==> src/rtl/core/cfq_pkg.sv <==
// Shared types and codes for the circular FIFO queue core.
package cfq_pkg;

    localparam logic [1:0] MODE_ENQ  = 2'd0;
    localparam logic [1:0] MODE_DEQ  = 2'd1;
    localparam logic [1:0] MODE_DISP = 2'd2;

    localparam logic [1:0] ST_OK        = 2'd0;
    localparam logic [1:0] ST_OVERFLOW  = 2'd1;
    localparam logic [1:0] ST_UNDERFLOW = 2'd2;
    localparam logic [1:0] ST_EMPTY     = 2'd3;

    typedef struct packed {
        logic [1:0]         mode;
        logic signed [31:0] value;
    } t_cfq_req;

    typedef struct packed {
        logic [1:0]         status;
        logic signed [31:0] data;
        logic               last;
    } t_cfq_rsp;

endpackage

==> src/rtl/core/cfq_ram.sv <==
// Generic single-write, single-read RAM with registered read data.
module cfq_ram #(
    parameter int WIDTH = 32,
    parameter int DEPTH = 8
) (
    input  logic                     i_clk,
    input  logic                     i_we,
    input  logic [$clog2(DEPTH)-1:0] i_waddr,
    input  logic [WIDTH-1:0]         i_wdata,
    input  logic [$clog2(DEPTH)-1:0] i_raddr,
    output logic [WIDTH-1:0]         o_rdata
);

    logic [WIDTH-1:0] r_mem [DEPTH];
    logic [WIDTH-1:0] r_rdata;

    always_ff @(posedge i_clk) begin
        if (i_we) begin
            r_mem[i_waddr] <= i_wdata;
        end
        r_rdata <= r_mem[i_raddr];
    end

    assign o_rdata = r_rdata;

endmodule

==> src/rtl/core/circular_fifo_queue_core.sv <==
// Top level of the circular FIFO queue core: control, pointers and result register.
//
// Usage:
//   A request word (mode, value) is taken at a rising edge with start high and
//   busy low. Modes: enqueue, dequeue, display; the unused mode is dropped
//   without a result.
//   Each result word appears on o_rsp for exactly one cycle with o_valid high.
//   The receiver cannot stall; every result must be taken when shown.
// Results:
//   Enqueue, overflow, underflow and empty display: the result is shown in the
//   cycle after the request; busy stays low, so a request can follow every cycle.
//   Dequeue: the head slot is read through the storage RAM's registered port,
//   then held in the result register; busy is high while the read is under way.
//   Display of N stored words: one RAM read per word, each passing through the
//   RAM's registered port and the result register; the N results follow one per
//   cycle with no gap, and busy is high until the final word has been read.
//   The final word carries last.
// Reset:
//   Synchronous, active low; the queue becomes empty, pointers return to
//   slot zero. Storage contents are not cleared.
module circular_fifo_queue_core #(
    parameter int DEPTH = 8
) (
    input  logic              i_clk,
    input  logic              i_rst_n,
    input  logic              start,
    input  cfq_pkg::t_cfq_req i_req,
    output logic              busy,
    output logic              o_valid,
    output cfq_pkg::t_cfq_rsp o_rsp
);

    import cfq_pkg::*;

    localparam int PTR_W = $clog2(DEPTH);
    localparam int CNT_W = $clog2(DEPTH + 1);

    localparam logic [1:0] S_IDLE = 2'd0;
    localparam logic [1:0] S_DEQ  = 2'd1;
    localparam logic [1:0] S_DISP = 2'd2;

    logic [1:0]       r_state, n_state;
    logic [PTR_W-1:0] r_head, n_head;
    logic [PTR_W-1:0] r_tail, n_tail;
    logic [PTR_W-1:0] r_idx, n_idx;
    logic [CNT_W-1:0] r_occ, n_occ;
    logic [CNT_W-1:0] r_cnt, n_cnt;
    logic             r_valid, n_valid;
    t_cfq_rsp         r_rsp, n_rsp;

    logic             accept;
    logic             ram_we;
    logic [PTR_W-1:0] ram_raddr;
    logic [31:0]      ram_rdata;

    function automatic logic [PTR_W-1:0] wrap_next(input logic [PTR_W-1:0] idx);
        return (idx == PTR_W'(DEPTH - 1)) ? '0 : idx + PTR_W'(1);
    endfunction

    cfq_ram #(
        .WIDTH (32),
        .DEPTH (DEPTH)
    ) u_slots (
        .i_clk   (i_clk),
        .i_we    (ram_we),
        .i_waddr (r_tail),
        .i_wdata (i_req.value),
        .i_raddr (ram_raddr),
        .o_rdata (ram_rdata)
    );

    assign busy   = (r_state != S_IDLE);
    assign accept = start && !busy;

    always_comb begin
        n_state   = r_state;
        n_head    = r_head;
        n_tail    = r_tail;
        n_idx     = r_idx;
        n_occ     = r_occ;
        n_cnt     = r_cnt;
        n_valid   = 1'b0;
        n_rsp     = r_rsp;
        ram_we    = 1'b0;
        ram_raddr = (r_state == S_DISP) ? r_idx : r_head;

        unique case (r_state)
            S_IDLE: begin
                if (accept) begin
                    unique case (i_req.mode)
                        MODE_ENQ: begin
                            n_valid = 1'b1;
                            n_rsp   = '{status: ST_OK, data: '0, last: 1'b1};
                            if (r_occ == CNT_W'(DEPTH)) begin
                                n_rsp.status = ST_OVERFLOW;
                            end else begin
                                ram_we = 1'b1;
                                n_tail = wrap_next(r_tail);
                                n_occ  = r_occ + CNT_W'(1);
                            end
                        end
                        MODE_DEQ: begin
                            if (r_occ == '0) begin
                                n_valid = 1'b1;
                                n_rsp   = '{status: ST_UNDERFLOW, data: '0, last: 1'b1};
                            end else begin
                                n_head  = wrap_next(r_head);
                                n_occ   = r_occ - CNT_W'(1);
                                n_state = S_DEQ;
                            end
                        end
                        MODE_DISP: begin
                            if (r_occ == '0) begin
                                n_valid = 1'b1;
                                n_rsp   = '{status: ST_EMPTY, data: '0, last: 1'b1};
                            end else begin
                                n_idx   = wrap_next(r_head);
                                n_cnt   = r_occ;
                                n_state = S_DISP;
                            end
                        end
                        default: begin
                            n_valid = 1'b0;
                        end
                    endcase
                end
            end
            S_DEQ: begin
                n_valid = 1'b1;
                n_rsp   = '{status: ST_OK, data: ram_rdata, last: 1'b1};
                n_state = S_IDLE;
            end
            S_DISP: begin
                n_valid = 1'b1;
                n_rsp   = '{status: ST_OK, data: ram_rdata, last: (r_cnt == CNT_W'(1))};
                n_idx   = wrap_next(r_idx);
                n_cnt   = r_cnt - CNT_W'(1);
                if (r_cnt == CNT_W'(1)) begin
                    n_state = S_IDLE;
                end
            end
            default: begin
                n_state = S_IDLE;
            end
        endcase
    end

    always_ff @(posedge i_clk) begin
        if (!i_rst_n) begin
            r_state <= S_IDLE;
            r_head  <= '0;
            r_tail  <= '0;
            r_idx   <= '0;
            r_occ   <= '0;
            r_cnt   <= '0;
            r_valid <= 1'b0;
        end else begin
            r_state <= n_state;
            r_head  <= n_head;
            r_tail  <= n_tail;
            r_idx   <= n_idx;
            r_occ   <= n_occ;
            r_cnt   <= n_cnt;
            r_valid <= n_valid;
        end
    end

    always_ff @(posedge i_clk) begin
        r_rsp <= n_rsp;
    end

    assign o_valid = r_valid;
    assign o_rsp   = r_rsp;

endmodule

==> config.mk <==
export PLATFORM = sky130hd
export DESIGN_NAME = circular_fifo_queue_core
export DESIGN_NICKNAME = d
export VERILOG_FILES = /design/src/rtl/core/cfq_pkg.sv /design/src/rtl/core/cfq_ram.sv /design/src/rtl/core/circular_fifo_queue_core.sv
export SDC_FILE = /design/constraint.sdc
export NUM_CORES = 1
export LEC_CHECK = 0
export ABC_AREA = 1
export BUFFER_PORTS_ARGS = -buffer_cell sky130_fd_sc_hd__buf_4
export CORE_UTILIZATION = 30
export CTS_BUF_LIST = sky130_fd_sc_hd__clkbuf_4
export DETAILED_ROUTE_END_ITERATION = 10
export SYNTH_ARGS = -nofsm -noshare
export SYNTH_HDL_FRONTEND = slang
export SYNTH_SLANG_ARGS = --single-unit
==> constraint.sdc <==
create_clock -name i_clk -period 4.8 [get_ports i_clk]
set_input_delay 0.24 -clock i_clk [delete_from_list [all_inputs] [get_ports i_clk]]
set_output_delay 0.24 -clock i_clk [all_outputs]
set_load 0.02 [all_outputs]
# --- Word-level counts from Yosys, hierarchy flattened ---
# Memory sizes are Yosys's and may differ from the RTL's. A register that Yosys moved wholly into a read port is not among the register bits.
# Cells that the tools add are included.
totals:
  register_bits: 55
  ramBits: 256
  in_bits: 37
  out_inout_bits: 37
  word_cells: 94
  mem_count: 1
op_classes:
  add_sub_neg: 6
  eq_ne: 21
  mux: 37
  bitwise_logic: 2
  n_reduce_logical: 17
mem_list:
  columns: ["name", "words", "width", "rd", "rd_clocked_by_memory_dff", "wr", "line_no", "rtl"]
  rows:
  - ["u_slots.r_mem", 8, 32, 1, 1, 1, "cfq_ram.sv:14", "logic [WIDTH-1:0] r_mem [DEPTH];"]
op_table:
  columns: ["op", "n"]
  rows:
  - ["$pmux 35 s3", 2]
  - ["$mux 35", 3]
  - ["$mux 3", 7]
  - ["$mux 4", 5]
  - ["$pmux 4 s2", 2]
  - ["$reduce_and 5->1", 3]
  - ["$ne 3x3->1 const B", 4]
  - ["$reduce_and 4->1", 3]
  - ["$add 3x1->3 const B", 3]
  - ["$eq 3x3->1 const B", 3]
  - ["$mux 1", 9]
  - ["$mux 2", 4]
  - ["$ne 2x2->1 const B", 4]
  - ["$pmux 2 s2", 2]
  - ["$sub 4x1->4 const B", 2]
  - ["$pmux 3 s2", 1]
  - ["$reduce_bool 2->1", 3]
  - ["$add 4x1->4 const B", 1]
  - ["$eq 2x1->1 const B", 2]
  - ["$eq 2x2->1 const B", 2]
  - ["$eq 4x1->1 const B", 1]
  - ["$eq 4x4->1 const B", 1]
  - ["$logic_not 2->1", 2]
  - ["$logic_not 4->1", 1]
  - ["other kinds (9)", 13]

# --- Depth between registers and ports, before layout ---
depth:
  word_depth: 7
  depth_mapped: 12
  mapped_depth_nobuf: 10

# --- By module ---
# From an unflattened synthesis, not the netlist that was laid out.
hier_totals:
  cells_unflattened: 1481
  hier_area_um2: 14665.3
by_module_without_submodules:
  columns: ["mod", "n_inst", "cells_each", "area_each_um2", "seq_area_each_um2"]
  rows:
  - ["cfq_ram", 1, 1156, 11872.6, 8328.0]
  - ["circular_fifo_queue_core", 1, 325, 2792.7, 1451.4]

# --- Least setup slack after synthesis ---
# Ideal clock, no wire load.
synth_timing:
  path_kind: "reg-to-reg"
  start: "register r_state[0]"
  end: "register r_rsp, in the netlist o_rsp[0], enable pin"
  setup_time_ps: 485
  t_arrival_ps: 3701
  slack_ps: 614
  stages_incl_launch_ff: 6
  path_buffers: 0
  path_cell_list: "dfxtp_1 -> inv_1 -> ha_1 -> inv_1 -> nor2_1 -> a221oi_1"
synth_between:
  elab_chain_len: 5
synth_lines:
  columns: ["element", "line_no", "rtl"]
  rows:
  - ["from (decl)", "circular_fifo_queue_core.sv:42", "logic [1:0] r_state, n_state;"]
  - ["from (signal assigned)", "circular_fifo_queue_core.sv:158", "r_state <= n_state;"]
  - ["$reduce_bool 2->1", "circular_fifo_queue_core.sv:72", "assign busy = (r_state != S_IDLE);"]
  - ["net busy", "circular_fifo_queue_core.sv:28", "output logic busy,"]
  - ["$logic_not 1->1", "circular_fifo_queue_core.sv:73", "assign accept = start && !busy;"]
  - ["$logic_and 1x1->1", "circular_fifo_queue_core.sv:73", null]
  - ["$ne 2x2->1 (no source line)", null, null]
  - ["$reduce_and 5->1 (no source line)", null, null]
  - ["to (signal assigned)", "circular_fifo_queue_core.sv:169", "r_rsp <= n_rsp;"]
  - ["to (decl)", "circular_fifo_queue_core.sv:49", "t_cfq_rsp r_rsp, n_rsp;"]
# The timed path passes the listed nets, and every way through them passes these cells.
# A chain may end at the register's enable or synchronous reset.

# --- Worst setup path in the final report ---
layout_timing:
  start: "register r_state[0]"
  end: "register u_slots.r_rdata[25], in the netlist u_slots.o_rdata[25] (read register of u_slots.r_mem)"
layout_between:
  elab_chain_len: 2
layout_lines:
  columns: ["element", "line_no", "rtl"]
  rows:
  - ["$eq 2x2->1", "circular_fifo_queue_core.sv:85", "ram_raddr = (r_state == S_DISP) ? r_idx : r_head;"]
  - ["$mux 3", "circular_fifo_queue_core.sv:85", null]
  - ["to (decl)", "cfq_ram.sv:15", "logic [WIDTH-1:0] r_rdata;"]
# No other way between the ends.

==> impl_metrics.yaml <==
outcome:
  outcome: "completed"
grt:
  met3_usage_pct: 3.041
  grtUsageTotal_pct: 13.74
  grt_util_met2_pct: 23.27
  grt_antenna_before_repair: 4
  busiest_layer: "met2"
  use_met1_pct: 16.90
  grt_max_degree: 98
  grt_overflow: 0
  grt_pass1_wl_um: 52790
  grt_pass1_vias: 9748
floorplanning:
  start_util_pct: 30.71
  dieArea_um2: 48950
  rows: 79
  dieWidth_um: 221.2
  die_h_um: 221.2
  ios: 74
  core-area_um2: 46950
logic_synthesis:
  synth_common_cells: "nand2_1, edfxtp_1, inv_1"
  synth_edf_count: 291
  ys.flop_type: "edfxtp_1"
  ys_seq_area_share_pct: 67.82
  synth_top_area_share_pct: 60.60
  syn_nets: 1405
  syn_inst: 1349
  syn_area_um2: 14420
  yosysMostFrequentCell: "nand2_1"
  ys_seq_elements: 343
  synth_top_area_cell: "edfxtp_1"
  synth_area_leaders: "edfxtp_1, nand2_1, dfxtp_1, nand3b_1, inv_1"
  syn_area_per_cell_um2: 10.69
  synth-async-reset-ratio_pct: 0
  yosys_warnings: 0
  ys_types: 27
power:
  cellLeakagePower_uw: 0.007237
  peakVddDrop_uv: 158.4
  power.density_nw_per_um2: 457.3
setup_path:
  crit_path_frequent_cell: "nand2_1"
  worstReg2RegStart: "r_state[0]"
  cp_max_fo: 91
  cp_slowest_cell: "ha_1"
  r2r-end: "u_slots.o_rdata[25]"
  reg2reg_slack_ns: 1.53
  required_ns: 5.45
  cp-start-kind: "flip-flop"
  critical-path-max-stage-delay_ns: 0.62
  cp_data_arrival_time_ns: 3.92
  path_cells: "inv_1 > ha_1 > inv_2 > nand2_4 > nand2_4 > buf_12 > nand2_1 > nand2_1 > o21ai_1 > nand2_1 > nand2_1"
  end_kind: "flip-flop"
  reg2reg_depth: 11
  path_class: "reg -> reg"
placed_design:
  gp_congestion: 0.7920
  post-place-cells: 1984
  io_buffers: 73
  pre_cts_slack_ns: 1.502
  place_hpwl_um: 18210
clocking:
  insertion_delay_ns: 0.74
  path_clk_slew_ns: 0.07
  cts_tree: "yes"
  cts-resized-gates: 0
  cts_root_buf: "clkbuf_4"
  clockBufferDepth: 3
  postCtsSetupBuffers: 0
  cts_hold_buf: 36
  cts_buffers: 89
  clock-sinks: 343
  htree_num_levels: 3
hold_path:
  hold_end: "u_slots.r_mem[1][24]"
  hp-start: "i_req[24]"
  holdPathStages: 2
  hp-class: "in -> reg"
timing:
  min_period_ns: 3.268
  rsz0062_at_grt: "no"
  slew_violations: 0
  fin_setup_tns_ns: 0
  finalHoldViolCount: 0
  max_slew_margin_pct: 18.66
  timing.fmax_ghz: 0.3060
  layout_setup_ws_ns: 1.532
  finalCritPeriodShare_pct: 68.07
  worst_pin_slew_ns: 1.220
  clock_skew_ns: 0.04738
  setup_viol: 0
route:
  wl_per_cell_um: 15.23
  viasPerCell: 4.420
  drt-pass1-iter-count: 4
  drt-initial-drc-count: 541
  antenna_left: 0
  via_count: 9658
  wirelength_um: 33280
  drc: 0
cells_and_area:
  stdcell_count: 2185
  multiInputGateArea_um2: 3731
  n_fill_cell: 4596
  layout-drive-gt1-share_pct: 16.00
  syn_to_final_growth_pct: 19.30
  fin_nets: 1560
  regArea_um2: 9779
run:
  drv_cap: 0
==> worst max path at each step <==
stage          depth (start not counted)  startpoint                   to  slack (ns)
2_1_floorplan                          5  r_state[0]             o_rsp[0]        0.61
3_3_place_gp                          11  r_state[0]  u_slots.o_rdata[24]        1.58
3_5_place_dp                          11  r_state[0]  u_slots.o_rdata[19]        1.50
4_1_cts                               11  r_state[0]  u_slots.o_rdata[25]        1.49
5_1_grt                               11  r_state[0]  u_slots.o_rdata[25]        1.18
6_report                              11  r_state[0]  u_slots.o_rdata[25]        1.53
==> state kept, by name (all words and copies together) (netlist names) <==
register         flops
r_cnt                4
r_tail               3
u_slots.r_mem      256
r_head               3
r_occ                4
u_slots.o_rdata     32
r_state              2
r_idx                3
o_rsp               35
o_valid              1
==> metal layers <==
metal,wire length (um),vias up
met5,13,-
met3,1889,55
met4,609,2
met2,15940,251
li1,-,4793
met1,14820,4557
==> logic make-up (layout without fill, tap and decap cells) <==
| family | after synthesis | after routing | synth area share [%] |
|---|---|---|---|
| AND/OR/NAND/NOR | 660 | 660 | 20.71 |
| flip-flops | 343 | 343 | 67.82 |
| buffers and inverters | 256 | 482 | 7.158 |
| AO/OA/AOI/OAI | 68 | 68 | 2.430 |
| adder cells (fa/ha/maj) | 19 | 19 | 1.701 |
| XOR/XNOR | 3 | 3 | 0.1822 |
| other | 0 | 3 | 0 |
==> cell type report <==
class	count	area share, %
Sequential cell	343	56.85
Timing Repair Buffer	128	6.182
Tap cell	607	4.415
Clock buffer	136	5.935
Antenna cell	3	0.04364
Inverter	192	4.189
Multi-Input combinational cell	750	21.69
Clock inverter	26	0.6982
==> through the flow <==
| step | utilization, % | cell area, um^2 | hold WS [ns] | total power (uW) |
|---|---|---|---|---|
| floorplan | - | 14420 | 0.3389 | 4860 |
| global placement | 33.43 | 15690 | 0.4733 | 5453 |
| detailed placement | 33.43 | 15690 | 0.4721 | 5479 |
| CTS | 36.62 | 17200 | 0.2272 | 8006 |
| global route | 36.64 | 17200 | 0.2626 | 8357 |
| finish | 36.64 | 17200 | 0.3060 | 7867 |
==> worst max-delay path, delay by kind of cell (launching register included) <==
kind / cells / cell delay, ns
AO/OA/AOI/OAI: 1 / 0.14
buffers and inverters: 3 / 0.83
flip-flops: 1 / 0.33
AND/OR/NAND/NOR: 6 / 1.24
adder cells (fa/ha/maj): 1 / 0.62
==> cell usage in the layout, fill, tap and decap left out, types with 21 or more instances in the layout <==
master,instances
edfxtp_1,291
nor2_1,100
clkinv_1,21
nand3b_1,96
o21ai_0,26
inv_1,189
nand3_1,107
dfxtp_1,52
dlygate4sd3_1,36
nand2_1,343
clkbuf_4,136
o21ai_1,25
buf_4,91
==> power breakdown <==
| group | leakage, uW | total [uW] | switching (uW) | internal (uW) |
|---|---|---|---|---|
| Sequential | 0.00308 | 3640 | 95.2 | 3550 |
| Clock | 0.000670 | 2450 | 1160 | 1290 |
| Combinational | 0.00349 | 1770 | 1220 | 550 |
No activity file was read; power rests on OpenSTA's default activity.
